===== config.mk =====
export PLATFORM = sky130hd
export DESIGN_NAME = l1_mesi_line_controller_top
export DESIGN_NICKNAME = d
export VERILOG_FILES = /design/src/sv/mlc_pkg.sv /design/src/sv/mlc_ctrl.sv /design/src/sv/mlc_dpath.sv /design/src/sv/l1_mesi_line_controller_top.sv
export SDC_FILE = /design/constraint.sdc
export NUM_CORES = 2
export LEC_CHECK = 0
export BUFFER_PORTS_ARGS = -buffer_cell sky130_fd_sc_hd__buf_2
export CELL_PAD_IN_SITES_DETAIL_PLACEMENT = 0
export CELL_PAD_IN_SITES_GLOBAL_PLACEMENT = 2
export CORE_ASPECT_RATIO = 1.5
export CORE_MARGIN = 3
export CORE_UTILIZATION = 51
export DETAILED_ROUTE_END_ITERATION = 8
export GPL_ROUTABILITY_DRIVEN = 0
export GPL_TIMING_DRIVEN = 0
export PLACE_DENSITY = 0.81
export SYNTH_ARGS = -nofsm -noshare
export SYNTH_HDL_FRONTEND = slang
export SYNTH_SLANG_ARGS = --single-unit

===== constraint.sdc =====
create_clock -name clk -period 21.4 [get_ports clk]
set_input_delay 2.14 -clock clk [delete_from_list [all_inputs] [get_ports clk]]
set_output_delay 2.14 -clock clk [all_outputs]
set_load 0.01 [all_outputs]

===== src/sv/mlc_pkg.sv =====
// ----------------------------------------------------------------------------
// mlc_pkg
// types and codes shared by the l1 mesi line controller modules
// ----------------------------------------------------------------------------
`default_nettype none
package mlc_pkg;

  // event codes
  localparam logic [3:0] OP_GETS      = 4'd0;
  localparam logic [3:0] OP_GETX      = 4'd1;
  localparam logic [3:0] OP_GETSEX    = 4'd2;
  localparam logic [3:0] OP_FLUSH     = 4'd3;
  localparam logic [3:0] OP_FLUSHINV  = 4'd4;
  localparam logic [3:0] OP_INV       = 4'd5;
  localparam logic [3:0] OP_FETCH     = 4'd6;
  localparam logic [3:0] OP_FETCHINV  = 4'd7;
  localparam logic [3:0] OP_FETCHINVX = 4'd8;
  localparam logic [3:0] OP_DATARESP  = 4'd9;
  localparam logic [3:0] OP_ACKPUT    = 4'd10;
  localparam logic [3:0] OP_FLUSHRESP = 4'd11;
  localparam logic [3:0] OP_EVICT     = 4'd12;

  // line states
  localparam logic [3:0] LS_I  = 4'd0;
  localparam logic [3:0] LS_S  = 4'd1;
  localparam logic [3:0] LS_E  = 4'd2;
  localparam logic [3:0] LS_M  = 4'd3;
  localparam logic [3:0] LS_IS = 4'd4;
  localparam logic [3:0] LS_IM = 4'd5;
  localparam logic [3:0] LS_SM = 4'd6;
  localparam logic [3:0] LS_SB = 4'd7;
  localparam logic [3:0] LS_IB = 4'd8;

  localparam logic [1:0] ACT_DONE   = 2'd0;
  localparam logic [1:0] ACT_STALL  = 2'd1;
  localparam logic [1:0] ACT_IGNORE = 2'd2;

  localparam logic [3:0] DN_NONE      = 4'd0;
  localparam logic [3:0] DN_PUTS      = 4'd1;
  localparam logic [3:0] DN_PUTE      = 4'd2;
  localparam logic [3:0] DN_PUTM      = 4'd3;
  localparam logic [3:0] DN_ACKINV    = 4'd4;
  localparam logic [3:0] DN_FETCHRESP = 4'd5;
  localparam logic [3:0] DN_FLUSH     = 4'd6;
  localparam logic [3:0] DN_FLUSHINV  = 4'd7;
  localparam logic [3:0] DN_MISS      = 4'd8;

  localparam logic [1:0] UP_NONE  = 2'd0;
  localparam logic [1:0] UP_READ  = 2'd1;
  localparam logic [1:0] UP_WRITE = 2'd2;
  localparam logic [1:0] UP_FLUSH = 2'd3;

  localparam logic [1:0] NOTE_NONE = 2'd0;
  localparam logic [1:0] NOTE_HIT  = 2'd1;
  localparam logic [1:0] NOTE_MISS = 2'd2;

  localparam logic [1:0] ORIG_GETX = 2'd1;
  localparam logic [1:0] GS_E      = 2'd1;
  localparam logic [1:0] GS_M      = 2'd2;

  localparam logic [1:0] CFG_SILENT_EVICT = 2'd0;
  localparam logic [1:0] CFG_EXPECT_WBACK = 2'd1;
  localparam logic [1:0] CFG_SNOOP_INV    = 2'd2;

  typedef struct packed {
    logic [3:0] op;
    logic [7:0] line_index;
    logic       line_present;
    logic [1:0] orig_request;
    logic       own_prefetch;
    logic       load_link;
    logic       store_conditional;
    logic       store_unlock;
    logic [1:0] granted_state;
    logic       request_pending;
    logic       flush_success;
  } in_t;

  typedef struct packed {
    logic [1:0] action;
    logic [3:0] down_message;
    logic       down_dirty;
    logic [1:0] up_message;
    logic       up_success;
    logic       up_snoop;
    logic [1:0] access_note;
    logic [3:0] new_line_state;
    logic       lock_waiter_set;
    logic       error;
  } out_t;

  typedef struct packed {
    logic [3:0] state;
    logic [7:0] lock_count;
    logic       link_flag;
    logic       waiting_for_lock;
    logic       writeback_pending;
  } entry_t;

  typedef enum logic [1:0] {
    FSM_CLEAR,
    FSM_IDLE,
    FSM_EXEC
  } fsm_t;

  typedef struct packed {
    logic clr_we;
    logic capture;
    logic exec;
  } cmd_t;

  typedef struct packed {
    logic clear_last;
  } sts_t;

endpackage
`default_nettype wire


===== src/sv/mlc_ctrl.sv =====
// ----------------------------------------------------------------------------
// mlc_ctrl
// sequencer: clearing pass, request capture and line update
// ----------------------------------------------------------------------------
`default_nettype none
module mlc_ctrl (
  input  wire logic         clk,
  input  wire logic         rst_n,
  input  wire logic         start,
  output logic              busy,
  input  wire mlc_pkg::sts_t sts,
  output mlc_pkg::cmd_t     cmd
);
  import mlc_pkg::*;

  fsm_t state_r, state_nxt;

  always_ff @(posedge clk) begin
    if (!rst_n) begin
      state_r <= FSM_CLEAR;
    end else begin
      state_r <= state_nxt;
    end
  end

  always_comb begin
    state_nxt = state_r;
    cmd = '0;
    busy = 1'b1;
    case (state_r)
      FSM_CLEAR: begin
        cmd.clr_we = 1'b1;
        if (sts.clear_last) state_nxt = FSM_IDLE;
      end
      FSM_IDLE: begin
        busy = 1'b0;
        if (start) begin
          cmd.capture = 1'b1;
          state_nxt = FSM_EXEC;
        end
      end
      FSM_EXEC: begin
        cmd.exec = 1'b1;
        state_nxt = FSM_IDLE;
      end
      default: state_nxt = FSM_CLEAR;
    endcase
  end

endmodule
`default_nettype wire


===== src/sv/mlc_dpath.sv =====
// ----------------------------------------------------------------------------
// mlc_dpath
// line table, config registers and the coherence update logic
// ----------------------------------------------------------------------------
`default_nettype none
module mlc_dpath #(
  parameter int LINES = 256
) (
  input  wire logic          clk,
  input  wire logic          rst_n,
  input  wire mlc_pkg::cmd_t cmd,
  output mlc_pkg::sts_t      sts,
  input  wire mlc_pkg::in_t  in_req,
  input  wire logic          cfg_we,
  input  wire logic [1:0]    cfg_index,
  input  wire logic          cfg_wdata,
  output logic               out_valid,
  output mlc_pkg::out_t      out_res
);
  import mlc_pkg::*;

  localparam int IW = (LINES > 1) ? $clog2(LINES) : 1;
  localparam logic [IW-1:0] LAST = IW'(LINES - 1);

  entry_t        mem [LINES];
  logic [IW-1:0] idx_tab [256];
  logic [IW-1:0] idx_in;
  logic [IW-1:0] idx_r;
  logic [IW-1:0] clr_cnt_r;
  in_t           req_r;
  entry_t        ent_r;
  entry_t        ent_nxt;
  out_t          res;
  out_t          out_r;
  logic          out_valid_r;
  logic          silent_r, expect_r, snoop_r;

  // line index folded onto the table depth, constants only
  for (genvar v = 0; v < 256; v++) begin : g_fold
    assign idx_tab[v] = IW'(v % LINES);
  end
  assign idx_in = idx_tab[in_req.line_index];

  always_ff @(posedge clk) begin
    if (!rst_n) begin
      silent_r <= 1'b0;
      expect_r <= 1'b0;
      snoop_r  <= 1'b0;
    end else if (cfg_we) begin
      case (cfg_index)
        CFG_SILENT_EVICT: silent_r <= cfg_wdata;
        CFG_EXPECT_WBACK: expect_r <= cfg_wdata;
        CFG_SNOOP_INV:    snoop_r  <= cfg_wdata;
        default: ;
      endcase
    end
  end

  always_ff @(posedge clk) begin
    if (!rst_n) begin
      clr_cnt_r <= '0;
    end else if (cmd.clr_we) begin
      clr_cnt_r <= clr_cnt_r + 1'b1;
    end
  end
  assign sts.clear_last = (clr_cnt_r == LAST);

  always_ff @(posedge clk) begin
    if (cmd.clr_we) begin
      mem[clr_cnt_r] <= '0;
    end else if (cmd.exec) begin
      mem[idx_r] <= ent_nxt;
    end
  end

  always_ff @(posedge clk) begin
    if (cmd.capture) begin
      req_r <= in_req;
      idx_r <= idx_in;
      ent_r <= mem[idx_in];
    end
  end

  always_comb begin
    logic [3:0] st, cur, nst;
    logic       pres, shown, locked, err, exempt;
    logic [1:0] act, up, note;
    logic [3:0] dn;
    logic       dd, us, snp, lw;
    st     = ent_r.state;
    pres   = req_r.line_present;
    cur    = pres ? st : LS_I;
    nst    = st;
    shown  = pres;
    locked = (ent_r.lock_count != 8'd0);
    err    = 1'b0;
    act    = ACT_DONE;
    up     = UP_NONE;
    note   = NOTE_NONE;
    dn     = DN_NONE;
    dd     = 1'b0;
    us     = 1'b0;
    snp    = 1'b0;
    lw     = 1'b0;
    ent_nxt = ent_r;
    case (req_r.op)
      OP_GETS: begin
        shown = 1'b1;
        if (cur == LS_I) begin
          dn = DN_MISS; note = NOTE_MISS; nst = LS_IS; act = ACT_STALL;
        end else if (cur == LS_S || cur == LS_E || cur == LS_M) begin
          note = NOTE_HIT; nst = cur;
          if (!req_r.own_prefetch) begin
            if (req_r.load_link) ent_nxt.link_flag = 1'b1;
            up = UP_READ;
          end
        end else err = 1'b1;
      end
      OP_GETX, OP_GETSEX: begin
        shown = 1'b1;
        if (cur == LS_I) begin
          dn = DN_MISS; note = NOTE_MISS; nst = LS_IM; act = ACT_STALL;
        end else if (cur == LS_S) begin
          dn = DN_MISS; note = NOTE_MISS; nst = LS_SM; act = ACT_STALL;
        end else if (cur == LS_E || cur == LS_M) begin
          nst = LS_M; note = NOTE_HIT;
          if (req_r.op == OP_GETX) begin
            if (req_r.store_unlock) begin
              if (!locked) err = 1'b1;
              else ent_nxt.lock_count = ent_r.lock_count - 8'd1;
            end
            up = UP_WRITE;
            us = req_r.store_conditional & ent_r.link_flag;
          end else begin
            if (ent_r.lock_count != 8'hff) ent_nxt.lock_count = ent_r.lock_count + 8'd1;
            up = UP_READ;
          end
        end else err = 1'b1;
      end
      OP_FLUSH, OP_FLUSHINV: begin
        if (cur != LS_I && cur >= LS_IS) act = ACT_STALL;
        else if (req_r.request_pending) act = ACT_STALL;
        else if (cur != LS_I && locked) up = UP_FLUSH;
        else begin
          dn = (req_r.op == OP_FLUSH) ? DN_FLUSH : DN_FLUSHINV;
          dd = pres && (cur == LS_M);
          if (pres) nst = (req_r.op == OP_FLUSH && cur != LS_I) ? LS_SB : LS_IB;
          act = ACT_STALL;
        end
      end
      OP_INV, OP_FETCH, OP_FETCHINV, OP_FETCHINVX: begin
        if (!pres) begin
          if (ent_r.writeback_pending) ent_nxt.writeback_pending = 1'b0;
          else act = ACT_IGNORE;
        end else begin
          if (req_r.op != OP_INV && locked) begin
            lw = 1'b1; act = ACT_STALL;
          end else if (req_r.op == OP_INV) begin
            if (st == LS_S) begin
              dn = DN_ACKINV; nst = LS_I;
            end else if (st == LS_SM) begin
              dn = DN_ACKINV; nst = LS_IM;
            end else if (st == LS_SB) begin
              dn = DN_ACKINV; nst = LS_IB; act = ACT_IGNORE;
            end else if (st == LS_E || st == LS_M) err = 1'b1;
            else act = ACT_IGNORE;
          end else if (req_r.op == OP_FETCH) begin
            if (st == LS_S || st == LS_SM) dn = DN_FETCHRESP;
            else if (st == LS_E || st == LS_M) err = 1'b1;
            else act = ACT_IGNORE;
          end else if (req_r.op == OP_FETCHINV) begin
            if (st == LS_SM) begin
              dn = DN_FETCHRESP; nst = LS_IM;
            end else if (st == LS_S || st == LS_E || st == LS_M) begin
              dn = DN_FETCHRESP; dd = (st == LS_M); nst = LS_I;
            end else if (st == LS_SB) begin
              dn = DN_ACKINV; nst = LS_IB; act = ACT_IGNORE;
            end else act = ACT_IGNORE;
          end else begin
            if (st == LS_E || st == LS_M) begin
              dn = DN_FETCHRESP; dd = (st == LS_M); nst = LS_S;
            end else if (st == LS_S) err = 1'b1;
            else act = ACT_IGNORE;
          end
          if (!err) begin
            snp = snoop_r;
            ent_nxt.link_flag = 1'b0;
            if (lw) ent_nxt.waiting_for_lock = 1'b1;
          end
        end
      end
      OP_DATARESP: begin
        if (!pres) err = 1'b1;
        else if (st == LS_IS) begin
          nst = (req_r.granted_state == GS_E) ? LS_E :
                (req_r.granted_state == GS_M) ? LS_M : LS_S;
          note = NOTE_HIT;
          if (!req_r.own_prefetch) begin
            if (req_r.load_link) ent_nxt.link_flag = 1'b1;
            up = UP_READ;
          end
        end else if (st == LS_IM || st == LS_SM) begin
          nst = LS_M; note = NOTE_HIT;
          if (req_r.orig_request == ORIG_GETX) begin
            if (req_r.store_unlock) begin
              if (!locked) err = 1'b1;
              else ent_nxt.lock_count = ent_r.lock_count - 8'd1;
            end
            up = UP_WRITE;
            us = req_r.store_conditional & ent_r.link_flag;
          end else begin
            if (ent_r.lock_count != 8'hff) ent_nxt.lock_count = ent_r.lock_count + 8'd1;
            up = UP_READ;
          end
        end else err = 1'b1;
      end
      OP_ACKPUT: begin
        ent_nxt.writeback_pending = 1'b0;
      end
      OP_FLUSHRESP: begin
        if (pres) begin
          if (st == LS_SB) nst = LS_S;
          else if (st == LS_IB) nst = LS_I;
        end
        up = UP_FLUSH; us = req_r.flush_success;
      end
      OP_EVICT: begin
        if (pres) begin
          if (locked) begin
            ent_nxt.waiting_for_lock = 1'b1; lw = 1'b1; act = ACT_STALL;
          end else if (st == LS_S || st == LS_E || st == LS_M) begin
            if (st == LS_M) begin
              dn = DN_PUTM; dd = 1'b1;
            end else if (!silent_r) dn = (st == LS_S) ? DN_PUTS : DN_PUTE;
            if (expect_r) ent_nxt.writeback_pending = 1'b1;
            nst = LS_I;
          end else if (st >= LS_IS && st <= LS_IB) act = ACT_STALL;
          else if (st != LS_I) err = 1'b1;
        end
      end
      default: err = 1'b1;
    endcase
    // an unlock of an unlocked line keeps the normal write handling
    exempt = (req_r.op == OP_GETX && (cur == LS_E || cur == LS_M)) ||
             (req_r.op == OP_DATARESP && pres && (st == LS_IM || st == LS_SM));
    if (err && !exempt) begin
      act = ACT_IGNORE; dn = DN_NONE; dd = 1'b0; up = UP_NONE; us = 1'b0;
      snp = 1'b0; note = NOTE_NONE; lw = 1'b0; nst = st;
    end
    ent_nxt.state = nst;
    res.action          = act;
    res.down_message    = dn;
    res.down_dirty      = dd;
    res.up_message      = up;
    res.up_success      = us;
    res.up_snoop        = snp;
    res.access_note     = note;
    res.new_line_state  = shown ? nst : LS_I;
    res.lock_waiter_set = lw;
    res.error           = err;
  end

  always_ff @(posedge clk) begin
    if (!rst_n) begin
      out_valid_r <= 1'b0;
    end else begin
      out_valid_r <= cmd.exec;
    end
  end

  always_ff @(posedge clk) begin
    if (cmd.exec) out_r <= res;
  end

  assign out_valid = out_valid_r;
  assign out_res   = out_r;

endmodule
`default_nettype wire


===== src/sv/l1_mesi_line_controller_top.sv =====
// ----------------------------------------------------------------------------
// l1_mesi_line_controller_top
// per-line mesi coherence controller: one event in, one result out
// ----------------------------------------------------------------------------
// a taken request is registered at capture; the update state then registers its result and strobe
// busy stays high through the line update, so a new request waits until the last is done
// reset: synchronous; after rst_n a pass clearing all LINES entries holds busy high
// results are a one-cycle strobe on out_valid; the receiver cannot stall
`default_nettype none
module l1_mesi_line_controller_top #(
  parameter int LINES = 256
) (
  input  wire logic          clk,
  input  wire logic          rst_n,
  input  wire logic          start,
  output logic               busy,
  input  wire mlc_pkg::in_t  in_req,
  output logic               out_valid,
  output mlc_pkg::out_t      out_res,
  input  wire logic          cfg_we,
  input  wire logic [1:0]    cfg_index,
  input  wire logic          cfg_wdata
);
  import mlc_pkg::*;

  cmd_t cmd;
  sts_t sts;

  mlc_ctrl u_ctrl (
    .clk   (clk),
    .rst_n (rst_n),
    .start (start),
    .busy  (busy),
    .sts   (sts),
    .cmd   (cmd)
  );

  mlc_dpath #(.LINES(LINES)) u_dpath (
    .clk       (clk),
    .rst_n     (rst_n),
    .cmd       (cmd),
    .sts       (sts),
    .in_req    (in_req),
    .cfg_we    (cfg_we),
    .cfg_index (cfg_index),
    .cfg_wdata (cfg_wdata),
    .out_valid (out_valid),
    .out_res   (out_res)
  );

endmodule
`default_nettype wire


==> results.txt <==
The run finished, with violations left. The final reports fail on max-capacitance violations, max-slew violations. The floorplan has 236 rows. The most common cell after layout, fill and taps aside was edfxtp_1. Walking the worst path, the cells encountered are buf_2 > buf_2 > buf_2 > buf_2 > buf_2 > buf_1 > clkbuf_1 > a311oi_1 > o21ai_0 > a21boi_0 > nor4b_1. Final non-filler cell total: 11,000. IR analysis of the VDD net gives a maximum drop of 62.3 uV. The Yosys step of the flow raised 0 warnings.

Entering global routing, the biggest net connects 57 pins. The synthesized net count came out at 6,437. Setup violations remaining at the end of the flow were counted as 0. The post-synthesis cell area is 142,000 um^2, and the post-route antenna net violation count is 0. The largest individual stage delay along the critical path comes from the cell buf_1. The synthesized netlist devotes 0.0554% of its cell area to XOR and XNOR gates. Of the total synthesized cell area, the portion taken by AND, OR, NAND and NOR gates is 2.13%. Among the stages of the critical path, the cell type that occurs most often is buf_2. Clock-pin slew was measured on the worst setup and hold paths at 0.07 ns. The leftover overflow at the end of global routing was 0.

The worst slew slack as a fraction of its limit was -4.79%. The transition time of the tightest slew-check pin is 1.56 ns. The fill cell instance count of the final layout is 19,400, and the post-synthesis instance total is 6,402. Across the run, the number of max-cap violations was 7. The worst hold path belongs to the class reg2reg. In this run the static leakage power is 43.7 nW. Global routing consumed, over all layers together, 31.4% of the routing resources. The root buffer cell chosen for the clock tree is clkbuf_16.

The areal power density over the cells is 87.5 nW/um^2. For this run, the post-layout net count is 7,096. Across the whole layout, storage elements account for 110,000 um^2. The clock arrives with 0.0449 ns of skew. In this run the worst path has a maximum fanout of 11. The critical path contains buffers and inverters numbering 7 combined. The run gives 316,000 um as the detailed-placement wirelength estimate. Mean area per synthesized cell: 22.2 um^2. The number of placed instances, taps included, is 10,400. The category of the worst setup path launch point was an input port. Derived from the worst setup path, the maximum achievable clock frequency is 130 MHz. The first global-routing pass estimated 609,000 um of wire. The tools report the number of iterations in the first detailed-routing pass as 9.

The library cells used most frequently in the layout, excluding fill and tap cells, are edfxtp_1, mux4_2, clkbuf_16, nor2_2, clkbuf_1. The tools report the sort of element at the end of the critical path as a flip-flop. The multiplexer fraction of the synthesized cell area came out at 16.9%.

The number of enable flip-flop cells after synthesis works out to 3,640. The final critical path takes up 36.1% of the cycle. The post-detailed-route via-to-cell ratio was 6.72; the total detailed-routing wirelength was 448,000 um. TritonCTS built the clock tree. In the final layout, the share of cells above drive strength 1 is 31.2%. TritonCTS created 328 clock buffers. Post-CTS timing repair inserted 0 buffers for setup. The adder-cell share of the synthesized area was 0.0510%. The die outline width was 437 um. Among all flip-flop cells after synthesis, the most frequent one is edfxtp_1.

The clock latency on the worst-skew pair came out at 0.91 ns. Once layout is done, the placed cells without fillers occupy 163,000 um^2. The number of H-tree branching levels was 5; the async set-reset flop share out of synthesis was 0%. Among cell families on the critical path, the largest total delay comes from buffers and inverters. The placed instances occupy a cell area of 153,000 um^2. The fraction of the mapped netlist area in compound gates came out at 2.50%. Measured along the y axis, the die boundary spans 653 um. The number of I/O pins is 51, and the sequential cell area fraction in the yosys report is 77.1%. The area growth from synthesis to layout is 15.0%.

The starting density of the core was 51.5%. The number of sinks on the clock net was 3,654; the via count of the first global-routing pass was 73,300. The number of antenna violations at the first check in global routing was 20.

For the worst setup path, the data arrival time is 8.28 ns. The worst path needs 7.72 ns of the cycle, external delays included. The die covers 285,000 um^2. In the final timing run, aggregate negative setup slack is 0 ns. For this block, the initial DRC count from the detailed router was 10,900. For this run, design rule violations remaining after detail routing come to 0. Largest family of logic cells by synthesized area: multiplexers.

The tools report the post-cts repair resize count as 0. The clock passes through at most 4 buffers. For this design, the CTS-stage hold fixing added 0 buffers.

The count of buffers inserted at the top-level ports is 50. After detailed routing, the average wire length per cell comes to 40.7 um. The post-synthesis sequential element count is 3,654, and the placeable core region is 276,000 um^2. Setup repair after global routing left no endpoint under its margin.

The vias after detailed routing is 74,000, and the max-slew violation count is 29. The delay contributed by the slowest stage of the critical path came out at 1.10 ns. The critical path is of the in2reg type.

Summing all multi-input logic gate instances after layout gives 31,500 um^2. Data on the critical path is required at its endpoint by 21.96 ns. The synthesized netlist contains 80 unique library cells.

Hold violation total from the final report: 0.
## final timing paths
path,slack [ns],from,to,cells past startpoint
worst min-delay path,0.52,u_dpath.snoop_r,u_dpath.snoop_r,2
worst max register to register,15.78,u_dpath.req_r[20],u_dpath.mem[123][13],14
worst min register to register,0.52,u_dpath.snoop_r,u_dpath.snoop_r,2
worst max-delay path,13.68,in_req[12],u_dpath.ent_r[13],11
## tightest hold or removal path, cell delays in order (launching register included)
cell and delay (ns):
dfxtp_1 0.33, mux2i_1 0.07, nor2b_1 0.10
## layer usage
layer / GRT usage [%] / wire (um) / up-vias
li1: - / - / 28500
met1: 37.9 / 146000 / 39400
met2: 50.5 / 217000 / 4999
met3: 6.92 / 45000 / 1131
met4: 22.2 / 39600 / 14
met5: 0 / 259 / -
## kinds of logic after synthesis
group / Yosys count
XOR/XNOR: 9
adder cells (fa/ha/maj): 6
buffers and inverters: 406
AO/OA/AOI/OAI: 513
multiplexers: 1153
AND/OR/NAND/NOR: 661
flip-flops: 3654
## state kept, by name, indices dropped and copies added (netlist names), 2 cells and up
name               cells
u_dpath.out_res       19
u_dpath.req_r         15
u_ctrl.state_r         2
u_dpath.clr_cnt_r      8
u_dpath.ent_r         14
u_dpath.mem         3584
u_dpath.idx_r          8
## report_power, final
| part | total, mW | internal [mW] | switching, mW |
|---|---|---|---|
| clock | 5.99 | 3.38 | 2.61 |
| sequential | 7.76 | 7.76 | 0.00349 |
| combinational | 0.560 | 0.175 | 0.385 |
| total | 14.3 | 11.3 | 2.99 |
## synthesized netlist by cell type, types with 16 or more instances
master	count	area, um^2
buf_2	98	490
a22o_1	25	219
nor3_1	21	105
a22oi_1	89	668
nand2_1	108	405
nor2b_1	26	163
mux2_2	31	349
a21oi_1	93	465
mux4_2	993	22400
o21ai_0	70	350
mux2i_1	129	1290
o221ai_1	19	166
a221oi_1	16	140
nor2_1	341	1280
nand3b_1	21	158
buf_4	55	413
clkbuf_1	207	777
o211ai_1	37	278
nand3_1	44	220
edfxtp_1	3640	109000
o22ai_1	35	219
and2_1	21	131
buf_1	24	90.1
a211oi_1	27	203
## cell type report
class                   count  share of cell area (%)
flip-flops and latches   3654                    67.0
well taps                3689                    2.82
repair buffers            329                    3.14
diodes                     11                  0.0168
plain buffers             389                    1.15
inverters                  17                  0.0390
clock inverters           179                    1.23
multi-input cells        2342                    19.3
clock buffers             399                    5.26
## per-stage QoR
step / power, mW / hold slack, ns / setup slack [ns] / utilization (%)
6_report: 14.3 / 0.524 / 13.68 / 59.1
5_1_grt: 14.6 / 0.589 / 13.95 / 59.1
4_1_cts: 14.3 / 0.530 / 14.03 / 59.1
3_5_place_dp: 8.47 / 0.513 / 13.09 / 55.3
3_3_place_gp: 8.45 / 0.508 / -7.44 / 53.2
2_1_floorplan: 8.19 / 0.477 / 6.48 / -
No activity file was read; power rests on OpenSTA's default activity.
